<file path="src/hw/rtl/crcms_pkg.sv">
// Shared types and constants for the MSB-first CRC-32 stream engine.
package crcms_pkg;

  localparam int unsigned CRC_W      = 32;
  localparam int unsigned BYTE_W     = 8;
  localparam int unsigned CFG_IDX_W  = 1;

  localparam logic [CRC_W-1:0] CRC_RESET_POLY = 32'h1EDC_6F41;
  localparam logic [CRC_W-1:0] CRC_RESET_INIT = 32'hFFFF_FFFF;

  localparam logic [CFG_IDX_W-1:0] CFG_POLYNOMIAL    = 1'b0;
  localparam logic [CFG_IDX_W-1:0] CFG_INITIAL_VALUE = 1'b1;

  typedef struct packed {
    logic [CRC_W-1:0] polynomial;
    logic [CRC_W-1:0] initial_value;
  } crcms_cfg_t;

endpackage

</file>
<file path="src/hw/rtl/crcms_cfg.sv">
// Configuration register file: polynomial and initial value.
module crcms_cfg (
  input  logic                              clk,
  input  logic                              rst,
  input  logic                              cfg_we,
  input  logic [crcms_pkg::CFG_IDX_W-1:0]   cfg_index,
  input  logic [crcms_pkg::CRC_W-1:0]       cfg_data,
  output crcms_pkg::crcms_cfg_t             cfg
);
  import crcms_pkg::*;

  always_ff @(posedge clk) begin
    if (rst) begin
      cfg.polynomial    <= CRC_RESET_POLY;
      cfg.initial_value <= CRC_RESET_INIT;
    end else if (cfg_we) begin
      unique case (cfg_index)
        CFG_POLYNOMIAL:    cfg.polynomial    <= cfg_data;
        CFG_INITIAL_VALUE: cfg.initial_value <= cfg_data;
        default: ;
      endcase
    end
  end

endmodule

</file>
<file path="src/hw/rtl/crcms_fold.sv">
// Folds one message byte into the running remainder, eight bit steps.
module crcms_fold (
  input  logic [crcms_pkg::CRC_W-1:0]  rem_in,
  input  logic [crcms_pkg::BYTE_W-1:0] data_byte,
  input  logic [crcms_pkg::CRC_W-1:0]  polynomial,
  output logic [crcms_pkg::CRC_W-1:0]  rem_out
);
  import crcms_pkg::*;

  logic [CRC_W-1:0] acc;

  always_comb begin
    acc = {rem_in[CRC_W-1 -: BYTE_W] ^ data_byte, {(CRC_W-BYTE_W){1'b0}}};
    for (int k = 0; k < BYTE_W; k++) begin
      if (acc[CRC_W-1]) begin
        acc = {acc[CRC_W-2:0], 1'b0} ^ polynomial;
      end else begin
        acc = {acc[CRC_W-2:0], 1'b0};
      end
    end
    rem_out = {rem_in[CRC_W-BYTE_W-1:0], {BYTE_W{1'b0}}} ^ acc;
  end

endmodule

</file>
<file path="src/hw/rtl/crc32_msb_first_stream_top.sv">
// Pipeline: a word in the input register passes the combinational eight-step
// fold into the remainder register; a last word also loads the result word.
// Throughput: one word per cycle; a last word stalls in the input register
// while the result register holds a word the master side has not taken.
// Reset (rst, synchronous): both stages empty, polynomial 0x1EDC6F41,
// initial value and remainder all ones.
module crc32_msb_first_stream_top (
  input  logic        clk,
  input  logic        rst,
  input  logic        s_axis_tvalid,
  output logic        s_axis_tready,
  input  logic [7:0]  s_axis_tdata,   // [7:0] data_byte
  input  logic        s_axis_tlast,
  input  logic [1:0]  s_axis_tuser,   // [0] byte_valid, [1] start_req
  output logic        m_axis_tvalid,
  input  logic        m_axis_tready,
  output logic [31:0] m_axis_tdata,   // [31:0] crc_value
  input  logic        cfg_we,
  input  logic [crcms_pkg::CFG_IDX_W-1:0] cfg_index,
  input  logic [crcms_pkg::CRC_W-1:0]     cfg_data
);
  import crcms_pkg::*;

  crcms_cfg_t       cfg;
  logic             in_valid;
  logic [BYTE_W-1:0] in_byte;
  logic             in_byte_valid;
  logic             in_start;
  logic             in_last;
  logic [CRC_W-1:0] remainder;
  logic [CRC_W-1:0] base_rem;
  logic [CRC_W-1:0] folded_rem;
  logic [CRC_W-1:0] remainder_next;
  logic             out_free;
  logic             in_fire;

  crcms_cfg u_cfg (
    .clk       (clk),
    .rst       (rst),
    .cfg_we    (cfg_we),
    .cfg_index (cfg_index),
    .cfg_data  (cfg_data),
    .cfg       (cfg)
  );

  assign base_rem = in_start ? cfg.initial_value : remainder;

  crcms_fold u_fold (
    .rem_in     (base_rem),
    .data_byte  (in_byte),
    .polynomial (cfg.polynomial),
    .rem_out    (folded_rem)
  );

  assign remainder_next = in_byte_valid ? folded_rem : base_rem;
  assign out_free       = !m_axis_tvalid || m_axis_tready;
  assign in_fire        = in_valid && (!in_last || out_free);
  assign s_axis_tready  = !in_valid || in_fire;

  always_ff @(posedge clk) begin
    if (rst) begin
      in_valid <= 1'b0;
    end else if (s_axis_tready) begin
      in_valid <= s_axis_tvalid;
    end
    if (s_axis_tready) begin
      in_byte       <= s_axis_tdata;
      in_byte_valid <= s_axis_tuser[0];
      in_start      <= s_axis_tuser[1];
      in_last       <= s_axis_tlast;
    end
  end

  always_ff @(posedge clk) begin
    if (rst) begin
      remainder     <= CRC_RESET_INIT;
      m_axis_tvalid <= 1'b0;
    end else begin
      if (in_fire) begin
        remainder <= remainder_next;
      end
      if (in_fire && in_last) begin
        m_axis_tvalid <= 1'b1;
      end else if (m_axis_tready) begin
        m_axis_tvalid <= 1'b0;
      end
    end
    if (in_fire && in_last) begin
      m_axis_tdata <= ~remainder_next;
    end
  end

endmodule

</file>
<file path="config.mk">
export PLATFORM = sky130hd
export DESIGN_NAME = crc32_msb_first_stream_top
export DESIGN_NICKNAME = d
export VERILOG_FILES = /design/src/hw/rtl/crcms_pkg.sv /design/src/hw/rtl/crcms_cfg.sv /design/src/hw/rtl/crcms_fold.sv /design/src/hw/rtl/crc32_msb_first_stream_top.sv
export SDC_FILE = /design/constraint.sdc
export NUM_CORES = 1
export LEC_CHECK = 0
export BUFFER_PORTS_ARGS = -buffer_cell sky130_fd_sc_hd__buf_2
export CORE_UTILIZATION = 50
export CTS_BUF_LIST = sky130_fd_sc_hd__clkbuf_8
export DETAILED_ROUTE_END_ITERATION = 8
export GPL_TIMING_DRIVEN = 0
export PLACE_DENSITY = 0.77
export SYNTH_ARGS = -nofsm -noshare
export SYNTH_HDL_FRONTEND = slang
export SYNTH_HIERARCHICAL = 1
export SYNTH_SLANG_ARGS = --single-unit
</file>
<file path="constraint.sdc">
create_clock -name clk -period 5.15 [get_ports clk]
set_clock_uncertainty 0.2 [all_clocks]
set_input_delay 1.03 -clock clk [delete_from_list [all_inputs] [get_ports clk]]
set_output_delay 1.03 -clock clk [all_outputs]
set_load 0.05 [all_outputs]
</file>
### Word level (Yosys, flattened, before mapping)

Index checks and enable logic that the tools add are counted.

| word-level totals | value |
|---|---|
| register bits | 141 |
| input bits | 49 |
| output and inout bits | 34 |
| word-level logic and storage cells | 45 |

| operators by class | value |
|---|---|
| multiplexer cells | 12 |
| bitwise gates (word level) | 12 |
| reductions and logical operators | 11 |

Operator list:

| kind | number |
|---|---|
| 32-bit 2-to-1 mux | 10 |
| 32-bit bitwise XOR | 9 |
| 32-bit inverter | 1 |
| 8-bit bitwise XOR | 1 |
| 2-bit AND reduction | 2 |
| 1-bit zero test | 3 |
| 1-bit logical OR | 3 |
| 1-bit logical AND | 2 |
| 1-bit 2-to-1 mux | 2 |
| 2-bit nonzero test | 1 |
| 1-bit inverter | 1 |

### Depth between registers and ports, before layout

| depth | value |
|---|---|
| depth after elaboration | 21 |
| mapped depth | 19 |

### Hierarchy

Netlist, hierarchy kept.

By module, submodules not included:

| module | instances | cells an instance | area an instance (µm²) |
|---|---|---|---|
| crcms_fold | 1 | 701 | 4808.4 |
| crc32_msb_first_stream_top | 1 | 269 | 4121.5 |
| crcms_cfg | 1 | 254 | 2612.5 |

### Worst setup path after synthesis

Ideal clock, no wire load.

| timing path | value |
|---|---|
| path kind | register to register |
| start | register in_start |
| end | register m_axis_tdata[3] (data pin) |
| library setup time | 0.272 ns |
| data arrival time | 4.099 ns |
| data required time | 4.678 ns |
| slack | 0.580 ns |
| cell stages (with the launch flop) | 19 |
| path buffers | 5 |
| period minus slack after synthesis | 4.570 ns |
| cell sequence | edfxtp_1 > buf_6 > buf_12 > mux2_4 > xor2_2 > xnor2_1 > mux2i_1 > a211oi_1 > or3_1 > clkbuf_1 > and2_1 > xnor3_1 > buf_2 > buf_4 > o2111ai_1 > o21ai_1 > xor3_1 > xnor2_1 > mux2i_4 |

RTL lines:

| item | line | source |
|---|---|---|
| start: declaration | crc32_msb_first_stream_top.sv:28 | `logic in_start;` |
| start signal: assignment | crc32_msb_first_stream_top.sv:69 | `in_start <= s_axis_tuser[1];` |
| 32-bit 2-to-1 mux (*) | crc32_msb_first_stream_top.sv:46 | `assign base_rem = in_start ? cfg.initial_value : remainder;` |
| named net base_rem[29] | crc32_msb_first_stream_top.sv:31 | `logic [CRC_W-1:0] base_rem;` |
| 8-bit bitwise XOR (*) | crcms_fold.sv:13 | `acc = {rem_in[CRC_W-1 -: BYTE_W] ^ data_byte, {(CRC_W-BYTE_W){1'b0}}};` |
| 32-bit bitwise XOR | crcms_fold.sv:16 | `acc = {acc[CRC_W-2:0], 1'b0} ^ polynomial;` |
| 32-bit 2-to-1 mux (*) | crcms_fold.sv:15 | `if (acc[CRC_W-1]) begin` |
| 32-bit bitwise XOR | crcms_fold.sv:16 |  |
| 32-bit 2-to-1 mux (*) (2 in series) | crcms_fold.sv:15 |  |
| 32-bit bitwise XOR | crcms_fold.sv:16 |  |
| [... 4 more ...] | -- |  |
| 32-bit bitwise XOR or 32-bit 2-to-1 mux (tied branches) | crcms_fold.sv:16, crcms_fold.sv:15 |  |
| 32-bit 2-to-1 mux (*) | crcms_fold.sv:15 |  |
| 32-bit bitwise XOR or 32-bit 2-to-1 mux (tied branches) | crcms_fold.sv:16, crcms_fold.sv:15 |  |
| 32-bit 2-to-1 mux (*) | crcms_fold.sv:15 |  |
| 32-bit bitwise XOR (*) | crcms_fold.sv:21 | `rem_out = {rem_in[CRC_W-BYTE_W-1:0], {BYTE_W{1'b0}}} ^ acc;` |
| named net folded_rem[3] | crc32_msb_first_stream_top.sv:32 | `logic [CRC_W-1:0] folded_rem;` |
| 32-bit 2-to-1 mux (*) | crc32_msb_first_stream_top.sv:55 | `assign remainder_next = in_byte_valid ? folded_rem : base_rem;` |
| 32-bit inverter (*) | crc32_msb_first_stream_top.sv:89 | `m_axis_tdata <= ~remainder_next;` |
| end signal: assignment | crc32_msb_first_stream_top.sv:89 |  |
| end: declaration | crc32_msb_first_stream_top.sv:17 | `output logic [31:0] m_axis_tdata,` |

Mark *: on every way through the listed nets, which the timed path passes. The rest lies on a longest branch.
A chain may end at the register's enable or synchronous reset.

### Final worst setup path

| timing path | value |
|---|---|
| start | register in_start |
| end | register m_axis_tdata[25] (data pin) |

| on the way | value |
|---|---|
| longest elaborated chain between the ends | 20 |

RTL lines:

| item | line |
|---|---|
| 32-bit 2-to-1 mux (*) | crc32_msb_first_stream_top.sv:46 |
| named net base_rem[30] | crc32_msb_first_stream_top.sv:31 |
| 8-bit bitwise XOR (*) | crcms_fold.sv:13 |
| 32-bit bitwise XOR | crcms_fold.sv:16 |
| 32-bit 2-to-1 mux (*) (2 in series) | crcms_fold.sv:15 |
| 32-bit bitwise XOR | crcms_fold.sv:16 |
| 32-bit 2-to-1 mux (*) | crcms_fold.sv:15 |
| 32-bit bitwise XOR | crcms_fold.sv:16 |
| [... 5 more ...] | -- |
| 32-bit bitwise XOR | crcms_fold.sv:16 |
| 32-bit 2-to-1 mux (*) | crcms_fold.sv:15 |
| 32-bit bitwise XOR | crcms_fold.sv:16 |
| 32-bit 2-to-1 mux (*) | crcms_fold.sv:15 |
| 32-bit bitwise XOR (*) | crcms_fold.sv:21 |
| named net folded_rem[25] | crc32_msb_first_stream_top.sv:32 |
| 32-bit 2-to-1 mux (*) | crc32_msb_first_stream_top.sv:55 |
| 32-bit inverter (*) | crc32_msb_first_stream_top.sv:89 |

Marked as above.

==> results.py <==
metrics = {
    "min_path": {
        "worstHoldEndpoint": "u_cfg/cfg[47]$_SDFFE_PP0P_",
        "min_path_cells": 2,
        "hp-class": "flip-flop to flip-flop",
        "holdCritStartpoint": "u_cfg/cfg[47]$_SDFFE_PP0P_",
    },
    "floorplanning": {
        "die_h_um": 154,
        "core_um2": 22600,
        "rows": 55,
        "start_util_pct": 51.0,
        "die_area_um2": 23700,
        "die_x_um": 154,
        "io_pins": 83,
    },
    "finish": {
        "diodes": 0,
        "fin_nets": 1381,
        "regArea_um2": 3250,
        "fin_util_pct": 58.1,
        "drive_gt1_share_pct": 25.9,
        "fin_area_um2": 13200,
        "n_fill_cell": 1945,
        "multi_input_area_um2": 7850,
        "areaGrowthSynthToFinish_pct": 14.0,
        "final_common_cell": "nand2_1",
        "final_cell_mix": "183 x nand2_1, 123 x xnor2_1, 112 x buf_2, 98 x dfxtp_1, 52 x clkbuf_1",
    },
    "setup_path": {
        "crit_path_end_kind": "flip-flop",
        "required_ps": 5160,
        "rrSetupSlack_ps": 120,
        "reg2reg_from": "in_start$_DFFE_PP_",
        "timing.rr.end": "m_axis_tdata[25]$_DFFE_PP_",
        "rr_worst_depth": 17,
        "worstPathMaxFanout": 10,
        "critical_path_class": "flip-flop to flip-flop",
        "cp-start-kind": "flip-flop",
        "worstPathArrival_ps": 5040,
    },
    "detailed_routing": {
        "vias": 9503,
        "ant_nets": 0,
        "routedWlPerCell_um": 19.9,
        "drt-initial-drc-count": 812,
        "finalWirelength_um": 32500,
        "dr.pass1.iters": 5,
        "post-route-drc-count": 0,
        "routed_via_density": 5.83,
    },
    "timing": {
        "hold_viol": 0,
        "layout_min_cycle_time_ps": 5030,
        "fmax_mhz": 199,
        "fin_crit_sh_pct": 97.7,
        "rsz0062_at_grt": "yes",
        "worst_hold_slack_ps": 298,
        "worst_pin_slew_ps": 696,
        "slew_violations": 0,
        "setup_viol": 0,
        "max-slew-margin-rel_pct": 53.6,
    },
    "place": {
        "port_buffers": 82,
        "dp_hpwl_um": 24000,
        "dpl_cell_area_um2": 12300,
        "place_congestion": 0.923,
    },
    "yosys": {
        "yosys_warnings": 6,
        "synth.cell_area_um2": 11500,
        "postSynthAreaPerCell_um2": 9.43,
        "synth_edf_count": 43,
        "synthTopCellsByArea": "dfxtp_1 17%, edfxtp_1 11%, xnor2_1 9.9%",
        "synth_top_cell_by_area": "dfxtp_1",
        "ys_seq_area_share_pct": 28.2,
        "ys.flop_type": "dfxtp_1",
        "postSynth.asyncResetShare_pct": 0,
        "ys_types": 61,
        "syn_inst": 1224,
        "synth_nets": 1273,
        "ys_seq_elements": 141,
        "synth_top_area_share_pct": 17.0,
    },
    "grt": {
        "grt-ovfl-total": 0,
        "grt_pass1_vias": 9126,
        "grt_pass1_wl_um": 49700,
        "grt_antenna_before_repair": 1,
        "track_usage_pct": 27.2,
        "grt_max_degree": 18,
    },
    "clock_network": {
        "cts_tree": "yes",
        "clockBufferDepth": 2,
        "cts.sinks": 141,
        "cts_hold_buf": 0,
        "cts_made_buffers": 17,
        "clk_latency_ps": 470,
        "cts-root-buf": "clkbuf_8",
        "path_clk_slew_ps": 90,
        "h-tree-depth": 4,
    },
    "power": {
        "powerDensity_nw_per_um2": 566,
        "vdd_drop_max_mv": 0.271,
        "p_leak_nw": 5.04,
    },
    "run": {
        "cap_violations": 0,
    },
    "run_status": {
        "status": "completed",
    },
}
[report_power, final]
part	internal [W]	switching, W
Clock	0.000421	0.000525
Combinational	0.00224	0.00284
Sequential	0.00134	0.0000691
Total	0.00400	0.00344
[layer usage]
layer  vias up  global-route usage [%]  part of all wire (%)
met5         -                       0                 0.040
met4         2                    11.0                   2.9
met3        71                    5.81                   8.0
met2       430                    43.6                    46
met1      4534                    35.6                    43
li1       4466                       -                     -
[area by class of cell]
class                      count  share of cell area [%]
inverter                       6                   0.171
clock buffer                  18                    1.88
sequential                   141                    24.7
buffer                       128                    5.74
tap                          285                    2.71
clock inverter                14                    1.21
timing repair buffer          91                    3.88
multi-input combinational    947                    59.7
[how the worst max path moves through the flow]
stage	endpoint	slack, ps	start	depth (start not counted)
2_1_floorplan	m_axis_tdata[3]$_DFFE_PP_	580	in_start$_DFFE_PP_	18
3_3_place_gp	m_axis_tdata[7]$_DFFE_PP_	-190	in_start$_DFFE_PP_	17
3_5_place_dp	m_axis_tdata[28]$_DFFE_PP_	-220	in_start$_DFFE_PP_	17
4_1_cts	m_axis_tdata[27]$_DFFE_PP_	10	in_start$_DFFE_PP_	18
5_1_grt	m_axis_tdata[28]$_DFFE_PP_	-10	in_start$_DFFE_PP_	18
6_report	m_axis_tdata[25]$_DFFE_PP_	120	in_start$_DFFE_PP_	17
[cells in the mapped netlist (33+ instances only)]
cell type  count
a211oi_1      46
o21ai_0       37
nor2b_1       33
nand2_1      183
nor2_1        49
edfxtp_1      43
xnor2_1      130
clkbuf_1      61
buf_2         34
dfxtp_1       98
nand3_1       36
o21ai_1       46
xor2_1        56
[registers in the layout, summed over array words and instances, names as in the netlist]
name           count
m_axis_tdata      32
u_cfg/cfg         64
remainder         32
m_axis_tvalid      1
in_byte_valid      1
in_last            1
in_valid           1
in_start           1
in_byte            8
[metrics by stage]
step | instances | total power, W | setup TNS (ps) | worst slack [ps]
6_report | 1630 | 0.00744 | 0 | 116
5_1_grt | 1630 | 0.00777 | -29.6 | -12.3
4_1_cts | 1627 | 0.00707 | 0 | 11.7
3_5_place_dp | 1592 | 0.00601 | -3150 | -216
3_3_place_gp | 1591 | 0.00594 | -2150 | -187
2_1_floorplan | 1224 | 0.00511 | 0 | 580
[critical path: stages (launching register included)]
cell	delay, ps
edfxtp_1	400
buf_6	180
buf_12	160
mux2_4	350
xnor2_1	290
nor2_1	140
a21o_1	210
or3_4	390
and4_4	190
or3_4	410
a2111oi_4	350
buf_4	200
buf_2	230
o2111ai_1	160
o21ai_1	170
xnor3_1	390
xor2_2	250
mux2i_4	110
[repair_timing]
| item | 4_1_cts | 5_1_grt |
|---|---|---|
| pin swaps | 3 | 14 |
| setup endpoints to repair | 47 | 64 |
| resized for setup | 17 | 51 |
| buffers inserted | 3 | 5 |
[cell families (layout without fill, tap and decap cells)]
kind of cell	count (synthesis)	in the layout	synth area share (%)
DFF	141	141	28.2
xor gates and xnor gates	223	223	21.1
AOI/OAI and AO/OA	268	268	16.6
and+or+nand+nor	373	373	15.8
muxes	83	83	11.8
buffers and inverters	136	257	6.60
Power figures use the tool's default switching activity.
